File: src/amq_pkg.sv
// ----------------------------------------------------------------------------
// amq_pkg
// Types, constants and helpers shared by the array max-priority queue.
// ----------------------------------------------------------------------------
package amq_pkg;

	// Storage geometry.
	localparam int CAPACITY = 64;
	localparam int ADDR_W   = $clog2(CAPACITY);
	localparam int CNT_W    = $clog2(CAPACITY + 1);

	// Field widths.
	localparam int VAL_W  = 32;
	localparam int PRI_W  = 16;
	localparam int ENT_W  = VAL_W + PRI_W;
	localparam int STAT_W = 2;
	localparam int HELD_W = 7;

	// Operation codes.
	localparam logic KIND_INSERT  = 1'b0;
	localparam logic KIND_EXTRACT = 1'b1;

	// Status codes.
	typedef enum logic [STAT_W-1:0] {
		STAT_DONE  = 2'd0,
		STAT_FULL  = 2'd1,
		STAT_EMPTY = 2'd2
	} status_t;

	// Sequencer states.
	typedef enum logic [1:0] {
		ST_IDLE,
		ST_SCAN,
		ST_MOVE,
		ST_FIN
	} state_t;

	// Input item.
	typedef struct packed {
		logic                    kind;
		logic signed [VAL_W-1:0] value;
		logic [PRI_W-1:0]        priority_req;
	} req_t;

	// Result item.
	typedef struct packed {
		logic signed [VAL_W-1:0] out_value;
		logic [PRI_W-1:0]        out_priority;
		logic [STAT_W-1:0]       status;
		logic [HELD_W-1:0]       held;
		logic                    is_empty;
		logic                    is_full;
	} res_t;

	// Memory access request from the sequencer.
	typedef struct packed {
		logic              we;
		logic [ADDR_W-1:0] waddr;
		logic [ENT_W-1:0]  wdata;
		logic              re;
		logic [ADDR_W-1:0] raddr;
	} mem_req_t;

	// Builds a result item from the removed pair, a status and the new count.
	function automatic res_t mk_res(input logic signed [VAL_W-1:0] v,
			input logic [PRI_W-1:0] p, input status_t s, input logic [CNT_W-1:0] cnt);
		res_t r;
		r.out_value    = v;
		r.out_priority = p;
		r.status       = s;
		r.held         = HELD_W'(cnt);
		r.is_empty     = (cnt == '0);
		r.is_full      = (cnt == CNT_W'(CAPACITY));
		return r;
	endfunction

endpackage

File: src/amq_if.sv
// ----------------------------------------------------------------------------
// amq_if
// Valid/ready channels for the queue's input items and result items.
// ----------------------------------------------------------------------------
interface amq_req_if import amq_pkg::*; ();
	logic                    valid;
	logic                    ready;
	logic                    kind;
	logic signed [VAL_W-1:0] value;
	logic [PRI_W-1:0]        priority_req;

	modport source (output valid, kind, value, priority_req, input ready);
	modport sink (input valid, kind, value, priority_req, output ready);
endinterface

interface amq_rsp_if import amq_pkg::*; ();
	logic                    valid;
	logic                    ready;
	logic signed [VAL_W-1:0] out_value;
	logic [PRI_W-1:0]        out_priority;
	logic [STAT_W-1:0]       status;
	logic [HELD_W-1:0]       held;
	logic                    is_empty;
	logic                    is_full;

	modport source (output valid, out_value, out_priority, status, held, is_empty,
		is_full, input ready);
	modport sink (input valid, out_value, out_priority, status, held, is_empty,
		is_full, output ready);
endinterface

File: src/array_max_priority_queue_top.sv
// Flow: an insert or a rejected item has its result registered in the sequencer, then
// in the output register; an extract first scans, one memory read per held entry.
// Throughput: one item at a time; the next item is taken once the current result
// is handed to the output register, which may still wait on the sink.
// Reset clears the count and the control state; the entry memory keeps no reset
// value and needs no clearing pass.
// ----------------------------------------------------------------------------
// array_max_priority_queue_top
// Max-priority queue held as an unsorted array in a synchronous RAM.
// ----------------------------------------------------------------------------
module array_max_priority_queue_top import amq_pkg::*; (
	input logic       clk,
	input logic       arst_n,
	amq_req_if.sink   req,
	amq_rsp_if.source rsp
);

	req_t             in_item;
	res_t             res;
	logic             res_valid;
	logic             res_take;
	mem_req_t         mem_req;
	logic [ENT_W-1:0] rdata;
	logic             out_valid_q;
	res_t             out_q;

	assign in_item.kind         = req.kind;
	assign in_item.value        = req.value;
	assign in_item.priority_req = req.priority_req;

	amq_ctrl u_ctrl (
		.clk       (clk),
		.arst_n    (arst_n),
		.in_valid  (req.valid),
		.in_ready  (req.ready),
		.in_item   (in_item),
		.res_valid (res_valid),
		.res       (res),
		.res_take  (res_take),
		.mem_req   (mem_req),
		.rdata     (rdata)
	);

	amq_ram #(
		.DEPTH (CAPACITY),
		.WIDTH (ENT_W)
	) u_ram (
		.clk   (clk),
		.we    (mem_req.we),
		.waddr (mem_req.waddr),
		.wdata (mem_req.wdata),
		.re    (mem_req.re),
		.raddr (mem_req.raddr),
		.rdata (rdata)
	);

	// Output register: takes a new result when empty or being drained.
	assign res_take = !out_valid_q || rsp.ready;

	always_ff @(posedge clk or negedge arst_n) begin
		if (!arst_n) begin
			out_valid_q <= 1'b0;
		end else if (res_take) begin
			out_valid_q <= res_valid;
		end
	end

	always_ff @(posedge clk) begin
		if (res_take && res_valid) begin
			out_q <= res;
		end
	end

	assign rsp.valid        = out_valid_q;
	assign rsp.out_value    = out_q.out_value;
	assign rsp.out_priority = out_q.out_priority;
	assign rsp.status       = out_q.status;
	assign rsp.held         = out_q.held;
	assign rsp.is_empty     = out_q.is_empty;
	assign rsp.is_full      = out_q.is_full;

endmodule

File: src/amq_ram.sv
// ----------------------------------------------------------------------------
// amq_ram
// Simple dual-port synchronous RAM: one write port, one registered read port.
// ----------------------------------------------------------------------------
module amq_ram #(
	parameter int DEPTH = 64,
	parameter int WIDTH = 48
) (
	input  logic                     clk,
	input  logic                     we,
	input  logic [$clog2(DEPTH)-1:0] waddr,
	input  logic [WIDTH-1:0]         wdata,
	input  logic                     re,
	input  logic [$clog2(DEPTH)-1:0] raddr,
	output logic [WIDTH-1:0]         rdata
);

	logic [WIDTH-1:0] mem [DEPTH];

	// Write port.
	always_ff @(posedge clk) begin
		if (we) begin
			mem[waddr] <= wdata;
		end
	end

	// Registered read port, enabled by re.
	always_ff @(posedge clk) begin
		if (re) begin
			rdata <= mem[raddr];
		end
	end

endmodule

File: src/amq_ctrl.sv
// ----------------------------------------------------------------------------
// amq_ctrl
// Sequencer: appends on insert, scans memory for the highest priority on
// extract, then moves the last entry into the freed slot.
// ----------------------------------------------------------------------------
module amq_ctrl import amq_pkg::*; (
	input  logic             clk,
	input  logic             arst_n,
	input  logic             in_valid,
	output logic             in_ready,
	input  req_t             in_item,
	output logic             res_valid,
	output res_t             res,
	input  logic             res_take,
	output mem_req_t         mem_req,
	input  logic [ENT_W-1:0] rdata
);

	state_t state_q, state_d;

	logic [CNT_W-1:0]        count_q;
	logic [CNT_W-1:0]        iss_q;
	logic                    rv_s1;
	logic [ADDR_W-1:0]       ridx_s1;
	logic signed [VAL_W-1:0] best_val_q;
	logic [PRI_W-1:0]        best_pri_q;
	logic [ADDR_W-1:0]       best_idx_q;
	logic [ENT_W-1:0]        last_q;
	res_t                    res_q;

	logic                    accept;
	logic                    full;
	logic [CNT_W-1:0]        count_dec;
	logic [CNT_W-1:0]        count_inc;
	logic [ADDR_W-1:0]       last_idx;
	logic [PRI_W-1:0]        rd_pri;
	logic signed [VAL_W-1:0] rd_val;
	logic                    take_new;
	logic                    scan_end;

	assign accept    = in_valid && in_ready;
	assign full      = (count_q >= CNT_W'(CAPACITY));
	assign count_dec = count_q - CNT_W'(1);
	assign count_inc = count_q + CNT_W'(1);
	assign last_idx  = count_dec[ADDR_W-1:0];
	assign rd_pri    = rdata[PRI_W-1:0];
	assign rd_val    = rdata[ENT_W-1:PRI_W];
	// The first entry seeds the scan; later ones win only on strictly larger priority.
	assign take_new  = (ridx_s1 == '0) || (rd_pri > best_pri_q);
	assign scan_end  = rv_s1 && (ridx_s1 == last_idx);

	// Next state.
	always_comb begin
		state_d = state_q;
		case (state_q)
			ST_IDLE: begin
				if (accept) begin
					if (in_item.kind == KIND_EXTRACT && count_q != '0) begin
						state_d = ST_SCAN;
					end else begin
						state_d = ST_FIN;
					end
				end
			end
			ST_SCAN: begin
				if (scan_end) begin
					state_d = ST_MOVE;
				end
			end
			ST_MOVE: state_d = ST_FIN;
			ST_FIN: begin
				if (res_take) begin
					state_d = ST_IDLE;
				end
			end
			default: state_d = ST_IDLE;
		endcase
	end

	// Handshake and memory access.
	always_comb begin
		in_ready      = 1'b0;
		res_valid     = 1'b0;
		mem_req.we    = 1'b0;
		mem_req.waddr = count_q[ADDR_W-1:0];
		mem_req.wdata = {in_item.value, in_item.priority_req};
		mem_req.re    = 1'b0;
		mem_req.raddr = iss_q[ADDR_W-1:0];
		case (state_q)
			ST_IDLE: begin
				in_ready   = 1'b1;
				mem_req.we = in_valid && in_item.kind == KIND_INSERT && !full;
			end
			ST_SCAN: begin
				mem_req.re = (iss_q < count_q);
			end
			ST_MOVE: begin
				mem_req.we    = 1'b1;
				mem_req.waddr = best_idx_q;
				mem_req.wdata = last_q;
			end
			ST_FIN: begin
				res_valid = 1'b1;
			end
			default: begin
			end
		endcase
	end

	assign res = res_q;

	// Control registers.
	always_ff @(posedge clk or negedge arst_n) begin
		if (!arst_n) begin
			state_q <= ST_IDLE;
			count_q <= '0;
			iss_q   <= '0;
			rv_s1   <= 1'b0;
		end else begin
			state_q <= state_d;
			rv_s1   <= mem_req.re;
			if (accept) begin
				iss_q <= '0;
			end else if (mem_req.re) begin
				iss_q <= iss_q + CNT_W'(1);
			end
			if (mem_req.we && state_q == ST_IDLE) begin
				count_q <= count_inc;
			end else if (state_q == ST_MOVE) begin
				count_q <= count_dec;
			end
		end
	end

	// Scan datapath and result.
	always_ff @(posedge clk) begin
		ridx_s1 <= mem_req.raddr;
		if (rv_s1 && take_new) begin
			best_val_q <= rd_val;
			best_pri_q <= rd_pri;
			best_idx_q <= ridx_s1;
		end
		if (scan_end) begin
			last_q <= rdata;
		end
		if (accept) begin
			if (in_item.kind == KIND_INSERT) begin
				if (full) begin
					res_q <= mk_res('0, '0, STAT_FULL, count_q);
				end else begin
					res_q <= mk_res('0, '0, STAT_DONE, count_inc);
				end
			end else if (count_q == '0) begin
				res_q <= mk_res('0, '0, STAT_EMPTY, count_q);
			end
		end else if (state_q == ST_MOVE) begin
			res_q <= mk_res(best_val_q, best_pri_q, STAT_DONE, count_dec);
		end
	end

endmodule

File: src/flat_wrapper.sv
// flat-port wrapper written by rule: the top's interface ports become plain ports
module array_max_priority_queue_top_flat import amq_pkg::*;
  (clk, arst_n, req_valid, req_kind, req_value, req_priority_req, req_ready, rsp_valid, rsp_out_value, rsp_out_priority, rsp_status, rsp_held, rsp_is_empty, rsp_is_full, rsp_ready);
  amq_req_if req_i ();
  amq_rsp_if rsp_i ();
  input logic clk;
  input logic arst_n;
  input wire logic [$bits(req_i.valid)-1:0] req_valid;
  input wire logic [$bits(req_i.kind)-1:0] req_kind;
  input wire logic [$bits(req_i.value)-1:0] req_value;
  input wire logic [$bits(req_i.priority_req)-1:0] req_priority_req;
  output wire logic [$bits(req_i.ready)-1:0] req_ready;
  output wire logic [$bits(rsp_i.valid)-1:0] rsp_valid;
  output wire logic [$bits(rsp_i.out_value)-1:0] rsp_out_value;
  output wire logic [$bits(rsp_i.out_priority)-1:0] rsp_out_priority;
  output wire logic [$bits(rsp_i.status)-1:0] rsp_status;
  output wire logic [$bits(rsp_i.held)-1:0] rsp_held;
  output wire logic [$bits(rsp_i.is_empty)-1:0] rsp_is_empty;
  output wire logic [$bits(rsp_i.is_full)-1:0] rsp_is_full;
  input wire logic [$bits(rsp_i.ready)-1:0] rsp_ready;
  assign req_i.valid = req_valid;
  assign req_i.kind = req_kind;
  assign req_i.value = req_value;
  assign req_i.priority_req = req_priority_req;
  assign req_ready = req_i.ready;
  assign rsp_valid = rsp_i.valid;
  assign rsp_out_value = rsp_i.out_value;
  assign rsp_out_priority = rsp_i.out_priority;
  assign rsp_status = rsp_i.status;
  assign rsp_held = rsp_i.held;
  assign rsp_is_empty = rsp_i.is_empty;
  assign rsp_is_full = rsp_i.is_full;
  assign rsp_i.ready = rsp_ready;
  array_max_priority_queue_top u_core (.clk(clk), .arst_n(arst_n), .req(req_i), .rsp(rsp_i));
endmodule
File: config.mk
export PLATFORM = sky130hd
export DESIGN_NAME = array_max_priority_queue_top_flat
export DESIGN_NICKNAME = d
export VERILOG_FILES = /design/src/amq_pkg.sv /design/src/amq_if.sv /design/src/array_max_priority_queue_top.sv /design/src/amq_ram.sv /design/src/amq_ctrl.sv /design/src/flat_wrapper.sv
export SDC_FILE = /design/constraint.sdc
export NUM_CORES = 2
export LEC_CHECK = 0
export ABC_AREA = 0
export BUFFER_PORTS_ARGS = -buffer_cell sky130_fd_sc_hd__buf_2
export CORE_MARGIN = 3
export CORE_UTILIZATION = 48
export CTS_BUF_LIST = sky130_fd_sc_hd__clkbuf_4
export DETAILED_ROUTE_END_ITERATION = 8
export GPL_TIMING_DRIVEN = 0
export PLACE_DENSITY = 0.6
export SYNTH_ARGS = -nofsm -noshare
export SYNTH_HDL_FRONTEND = slang
export SYNTH_SLANG_ARGS = --single-unit
File: constraint.sdc
create_clock -name clk -period 7.45 [get_ports clk]
set_clock_uncertainty 0.15 [all_clocks]
set_input_delay 0.745 -clock clk [delete_from_list [all_inputs] [get_ports clk]]
set_output_delay 0.745 -clock clk [all_outputs]
set_load 0.03 [all_outputs]
== Word level (Yosys, flattened, before mapping) ==
Memories as Yosys holds them, arrays and structs flattened. A register that Yosys moved wholly into a read port is not among the register bits.
Index checks and enable logic that the tools add are counted.

* Register bits after elaboration: 244
* RAM bits: 3072
* Bits of input ports: 53
* Output and inout bits: 61
* Logic and storage cells: 85
* Memories: 1

* Add/sub/neg operators: 3
* Magnitude comparators: 3
* Equal/unequal tests: 11
* Muxes and demuxes: 21
* Bitwise logic cells: 1
* Reductions and logical operators: 23

{| class="wikitable"
|+ Memory list
! name !! depth !! bits a word !! rd ports !! clocked after memory_dff !! wr ports !! RTL line !! RTL
|-
| u_core.u_ram.mem || 64 || 48 || 1 || 1 || 1 || amq_ram.sv:18 || <nowiki>logic [WIDTH-1:0] mem [DEPTH];</nowiki>
|}

{| class="wikitable"
|+ Operator list
! kind !! number
|-
| 59-bit 2-to-1 mux || 4
|-
| 54-bit 2-to-1 mux || 1
|-
| 7-bit 2-to-1 mux || 4
|-
| 7-bit equality test (second input constant) || 3
|-
| 7-bit zero test || 3
|-
| 16-bit > comparator || 1
|-
| 7-bit by 1-bit adder with 7-bit output (second input constant) || 2
|-
| 10-bit 2-to-1 mux || 1
|-
| 1-bit logical AND || 8
|-
| 2-bit 2-to-1 mux || 4
|-
| 2-bit one-hot mux with 4 select lines || 1
|-
| 7-bit greater-or-equal comparator (second input constant) || 1
|-
| 7-bit < comparator || 1
|-
| 7-bit nonzero test || 1
|-
| 7-bit by 1-bit subtractor with 7-bit output (second input constant) || 1
|-
| 6-bit equality test || 1
|-
| 6-bit zero test || 1
|-
| 2-bit nonzero test || 3
|-
| 1-bit 2-to-1 mux || 5
|-
| 2-bit equality test (second input constant) || 2
|-
| 2-bit inequality test (second input constant) || 2
|-
| 3-bit by 2-bit inequality test with 1-bit output (second input constant) || 1
|-
| 3-bit AND reduction || 1
|-
| 2-bit by 1-bit equality test with 1-bit output (second input constant) || 1
|-
| other kinds (7) || 9
|}

== Logic depth before layout (Yosys ltp) ==
* Word-level depth: 6
* Mapped depth: 10
* Gate-level depth less buffers: 8

== By module ==
From an unflattened synthesis, not the netlist that was laid out.

* Cells, all modules: 5570
* Area total of the unflattened synthesis: 127309.6 um^2

{| class="wikitable"
|+ By module, submodules not included
! module !! instances !! cells an instance !! area each (um^2) !! seq. area each (um^2)
|-
| amq_ram || 1 || 4970 || 117597.8 || 93689.9
|-
| amq_ctrl || 1 || 537 || 7886.3 || 5380.2
|-
| array_max_priority_queue_top || 1 || 63 || 1825.5 || 1796.7
|}

== Least setup slack after synthesis ==
Ideal clock, no wire load.

* Path kind: reg2reg
* Start: register u_core.u_ctrl.state_q[0]
* End: register u_core.u_ctrl.res_q (netlist bit u_core.u_ctrl.res[0]) (enable)
* Setup time: 501 ps
* Arrival time: 4324 ps
* Path slack: 2475 ps
* Stages on the path, launching flop included: 7
* Clock period less this slack: 4975 ps
* Cell sequence: dfrtp_1 inv_1 ha_1 nand2_1 clkbuf_1 clkbuf_1 a22oi_1

* Longest elaborated chain between the ends: 5

{| class="wikitable"
|+ RTL lines
! item !! RTL line !! RTL
|-
| from (decl) || amq_ctrl.sv:19 || <nowiki>state_t state_q, state_d;</nowiki>
|-
| from (signal assigned) || amq_ctrl.sv:120 || <nowiki>state_q <= state_d;</nowiki>
|-
| 2-bit zero test (*) || amq_ctrl.sv:89 || <nowiki>case (state_q)</nowiki>
|-
| 1-bit 2-to-1 mux (*) || amq_ctrl.sv:89 ||
|-
| via req_ready || flat_wrapper.sv:12 || <nowiki>output wire logic [$bits(req_i.ready)-1:0] req_ready;</nowiki>
|-
| 1-bit logical AND (*) || amq_ctrl.sv:41 || <nowiki>assign accept = in_valid && in_ready;</nowiki>
|-
| 3-bit by 2-bit inequality test with 1-bit output (no line) / 2-bit nonzero test (equally long branches) || -- ||
|-
| 2-bit AND reduction (no line) (*) || -- ||
|-
| to (signal assigned) || amq_ctrl.sv:149 || <nowiki>res_q <= mk_res('0, '0, STAT_FULL, count_q);</nowiki>
|-
| to (signal assigned) || amq_ctrl.sv:151 || <nowiki>res_q <= mk_res('0, '0, STAT_DONE, count_inc);</nowiki>
|-
| to (signal assigned) || amq_ctrl.sv:154 || <nowiki>res_q <= mk_res('0, '0, STAT_EMPTY, count_q);</nowiki>
|-
| to (decl) || amq_ctrl.sv:29 || <nowiki>res_t res_q;</nowiki>
|}

Mark *: on every way through the listed nets, which the timed path passes. The rest lies on a longest branch.
A chain may end at the register's enable or synchronous reset.

== Final worst setup path ==
* Start: register u_core.u_ctrl.iss_q[1]
* End: register u_core.u_ram.rdata[21], read port of u_core.u_ram.mem (data pin)

* Longest elaborated chain between the ends: 2

{| class="wikitable"
|+ RTL lines
! item !! RTL line !! RTL
|-
| from (decl) || amq_ctrl.sv:22 || <nowiki>logic [CNT_W-1:0] iss_q;</nowiki>
|-
| from (signal assigned) || amq_ctrl.sv:125 || <nowiki>iss_q <= iss_q + CNT_W'(1);</nowiki>
|-
| 7-bit < comparator || amq_ctrl.sv:95 || <nowiki>mem_req.re = (iss_q < count_q);</nowiki>
|-
| 1-bit 2-to-1 mux || amq_ctrl.sv:89 ||
|-
| to (decl) || amq_ram.sv:15 || <nowiki>output logic [WIDTH-1:0] rdata</nowiki>
|}

Parallel ways exist; a longest one is shown, timed or not.

==> results_dict.tcl <==
set metrics [dict create \
    final_cell_area_um2 147000 \
    vias 68500 \
    gr-total-overflow 0 \
    clk_latency_ns 1.42 \
    grt_pass1_vias 68100 \
    syn_avg_cell_area_um2 22.6 \
    rsz0062_at_grt "no" \
    finalHoldViolCount 0 \
    pre_cts_ws_ns 2.60 \
    tightest_slew_ns 1.57 \
    worstPathMaxFanout 10 \
    die_x_um 522 \
    finalMaxSlewViolations 11 \
    total_power_mw 36.2 \
    coreArea_um2 263000 \
    cts_resized 0 \
    place_congestion 0.899 \
    synth_edf_count 3340 \
    cp_cell_sequence "buf_2, clkbuf_1, buf_1, mux4_2, a221oi_1, o21ai_1, a22o_1" \
    utilization_pct 55.8 \
    ir_worst_vdd_mv 0.149 \
    detail_route.drc_violations 0 \
    h-tree-depth 6 \
    setup_ws_ns 2.48 \
    async_flop_share_pct 0.535 \
    cts_made_buffers 834 \
    syn2layout_area_growth_pct 15.1 \
    cp.arrival_ns 5.91 \
    ys_ff_latch 3364 \
    failed_checks "capacitance limit, slew limit" \
    yosys_warnings 0 \
    placed_cell_area_um2 136000 \
    wl_per_cell_um 36.0 \
    whs_ns 0.138 \
    outcome "finished with violations" \
    drive_gt1_share_pct 34.7 \
    netlist_instances 5645 \
    drt_iter0_drc 10400 \
    maxCapViolCount 1 \
    hp-class "in -> reg" \
    rows 188 \
    synth_seq_area_share_pct 79.0 \
    critical_path.max_stage_delay_ns 0.93 \
    max_slew_margin_pct -4.43 \
    syn-num-nets 5728 \
    root_buffer "clkbuf_4" \
    synth_top_cell_area_share_pct 78.6 \
    ys_top_cells_by_area "edfxtp_1 (79%), mux4_2 (13%), mux2i_1 (0.74%)" \
    start_util_pct 48.4 \
    power_leakage_nw 47.4 \
    setup_violations 0 \
    hpwl_mm 263 \
    worstPathRequired_ns 8.39 \
    routed_wl_mm 391 \
    grt_max_degree 65 \
    holdBufCountCts 6 \
    endpoint_kind "flop" \
    crit_family "buffers and inverters" \
    io_pins 114 \
    die_h_um 522 \
    path_clk_slew_ns 0.07 \
    power_density_nw_per_um2 246 \
    antenna_found_initial 32 \
    fin_nets 6844 \
    synth_area_um2 128000 \
    cts_tree "done" \
    fin_crit_ns 4.97 \
    max_freq_mhz 201 \
    portBuffers 113 \
    clock-sinks 3364 \
    post-cts-setup-buffer-count 0 \
    cts.path.max_buffers 4 \
    critical-path-slowest-cell "buf_1" \
    gr-usage-all-layers_pct 28.7 \
    cp-start-kind "flop" \
    antenna_left 0 \
    synthFlopType "edfxtp_1" \
    first_pass_iters 6 \
    finalCritPeriodShare_pct 66.7 \
    grt_first_pass_wirelength_mm 535 \
    synth.largest_area_cell "edfxtp_1" \
    critical_path_class "reg -> reg" \
    viasPerCell 6.30 \
    synth_cell_types 64 \
    crit_buf_inv 3 \
    dieArea_um2 272000 \
]
-- metal layers --
layer  vias up  track usage [%]  share of wire [%]
li1      26800                -                  -
met2      4805             42.9                 46
met5         -                0              0.017
met4        10             12.2                4.6
met3       825             7.60                 12
met1     36100             40.2                 38
-- path summary, 6_finish.rpt --
path                                               end  depth (start not counted)              startpoint  slack, ns
min reg2reg                u_core.rsp.out_priority[12]                          0   u_core.u_ctrl.res[23]       0.23
max in group asynchronous       u_core.u_ctrl.iss_q[4]                          3                  arst_n       6.05
min                           u_core.u_ram.mem[15][43]                          2           req_value[27]       0.14
max reg2reg                     u_core.u_ram.rdata[21]                          7  u_core.u_ctrl.iss_q[1]       2.48
max                             u_core.u_ram.rdata[21]                          7  u_core.u_ctrl.iss_q[1]       2.48
min in group asynchronous     u_core.u_ctrl.count_q[5]                          3                  arst_n       0.46
-- state kept, by name, summed over array words and instances (netlist names), 2 cells and up --
| name | flops |
|---|---|
| u_core.u_ram.mem | 3072 |
| u_core.u_ctrl.res | 59 |
| u_core.u_ctrl.last_q | 48 |
| u_core.u_ram.rdata | 48 |
| u_core.rsp.out_value | 32 |
| u_core.u_ctrl.best_val_q | 32 |
| u_core.rsp.out_priority | 16 |
| u_core.u_ctrl.best_pri_q | 16 |
| u_core.rsp.held | 7 |
| u_core.u_ctrl.count_q | 7 |
| u_core.u_ctrl.iss_q | 7 |
| u_core.u_ctrl.best_idx_q | 6 |
| u_core.u_ctrl.ridx_s1 | 6 |
| u_core.rsp.status | 2 |
| u_core.u_ctrl.state_q | 2 |
-- cell type report --
cell class | count | area, um2
Antenna cell | 25 | 62.6
Buffer | 306 | 1570
Clock buffer | 1198 | 8990
Clock inverter | 217 | 1280
Fill cell | 20100 | 117000
Inverter | 30 | 115
Multi-Input combinational cell | 1945 | 25600
Sequential cell | 3364 | 101000
Tap cell | 3515 | 4400
Timing Repair Buffer | 280 | 3970
-- metrics by stage --
stage | TNS, ns | instances
after floorplan | 0 | 5645
after global placement | -3359.87 | 9273
after detailed placement | 0 | 9432
after CTS | 0 | 10900
after global routing | 0 | 10900
final | 0 | 10900
-- placed cells by master, fill, tap and decap left out, types with 54 or more instances in the layout --
master / n
nand2_1: 152
a221oi_1: 59
buf_1: 56
buf_12: 136
o21ai_1: 54
clkbuf_4: 1198
nor2_4: 65
clkinv_1: 156
clkbuf_1: 128
buf_2: 172
mux4_2: 755
mux2i_1: 94
edfxtp_1: 3340
a22oi_1: 117
nand3_1: 75
-- Yosys cell counts (6+ instances only) --
library cell and number:
mux2_2 48, nand3_1 75, nor2b_1 31, dfrtp_1 18, buf_4 27, nand2b_1 22, a221oi_1 59, a22o_1 47
a22oi_1 118, a211oi_1 28, dfxtp_1 6, nor2_1 114, buf_1 61, clkbuf_1 133, mux2i_1 94, o2111ai_1 17
a21oi_1 37, inv_1 27, o221ai_1 35, and2_1 39, buf_6 26, a31oi_1 34, ha_1 30, o21ai_0 34
buf_2 56, mux4_2 755, edfxtp_1 3340, o21ai_1 54, xnor2_1 17, nand2_1 152, nor3_1 23, nand4_1 8
a21o_1 10
-- power breakdown --
group | total [mW] | switching, mW | internal (mW)
registers | 20.8 | 0 | 20.8
logic | 0.323 | 0.298 | 0.0257
clock network | 15.1 | 7.37 | 7.70
total | 36.2 | 7.67 | 28.5
-- cell families (layout without fill, tap and decap cells) --
group	Yosys count	count (layout)	share of synthesized area, %
flops	3364	3364	79.0
mux	897	897	14.5
simple gates	481	481	1.75
xor+xnor	24	24	0.186
buf+inv	336	2031	1.31
other cells	0	25	0
compound gates	513	513	2.93
fa+ha+maj	30	30	0.294
-- worst register-to-register path: stages (launching register included) --
cell      delay (ns)
dfrtp_1         0.48
buf_2           0.47
clkbuf_1        0.92
buf_1           0.93
mux4_2          0.44
a221oi_1        0.58
o21ai_1         0.35
a22o_1          0.40
No activity file was read; power rests on OpenSTA's default activity.
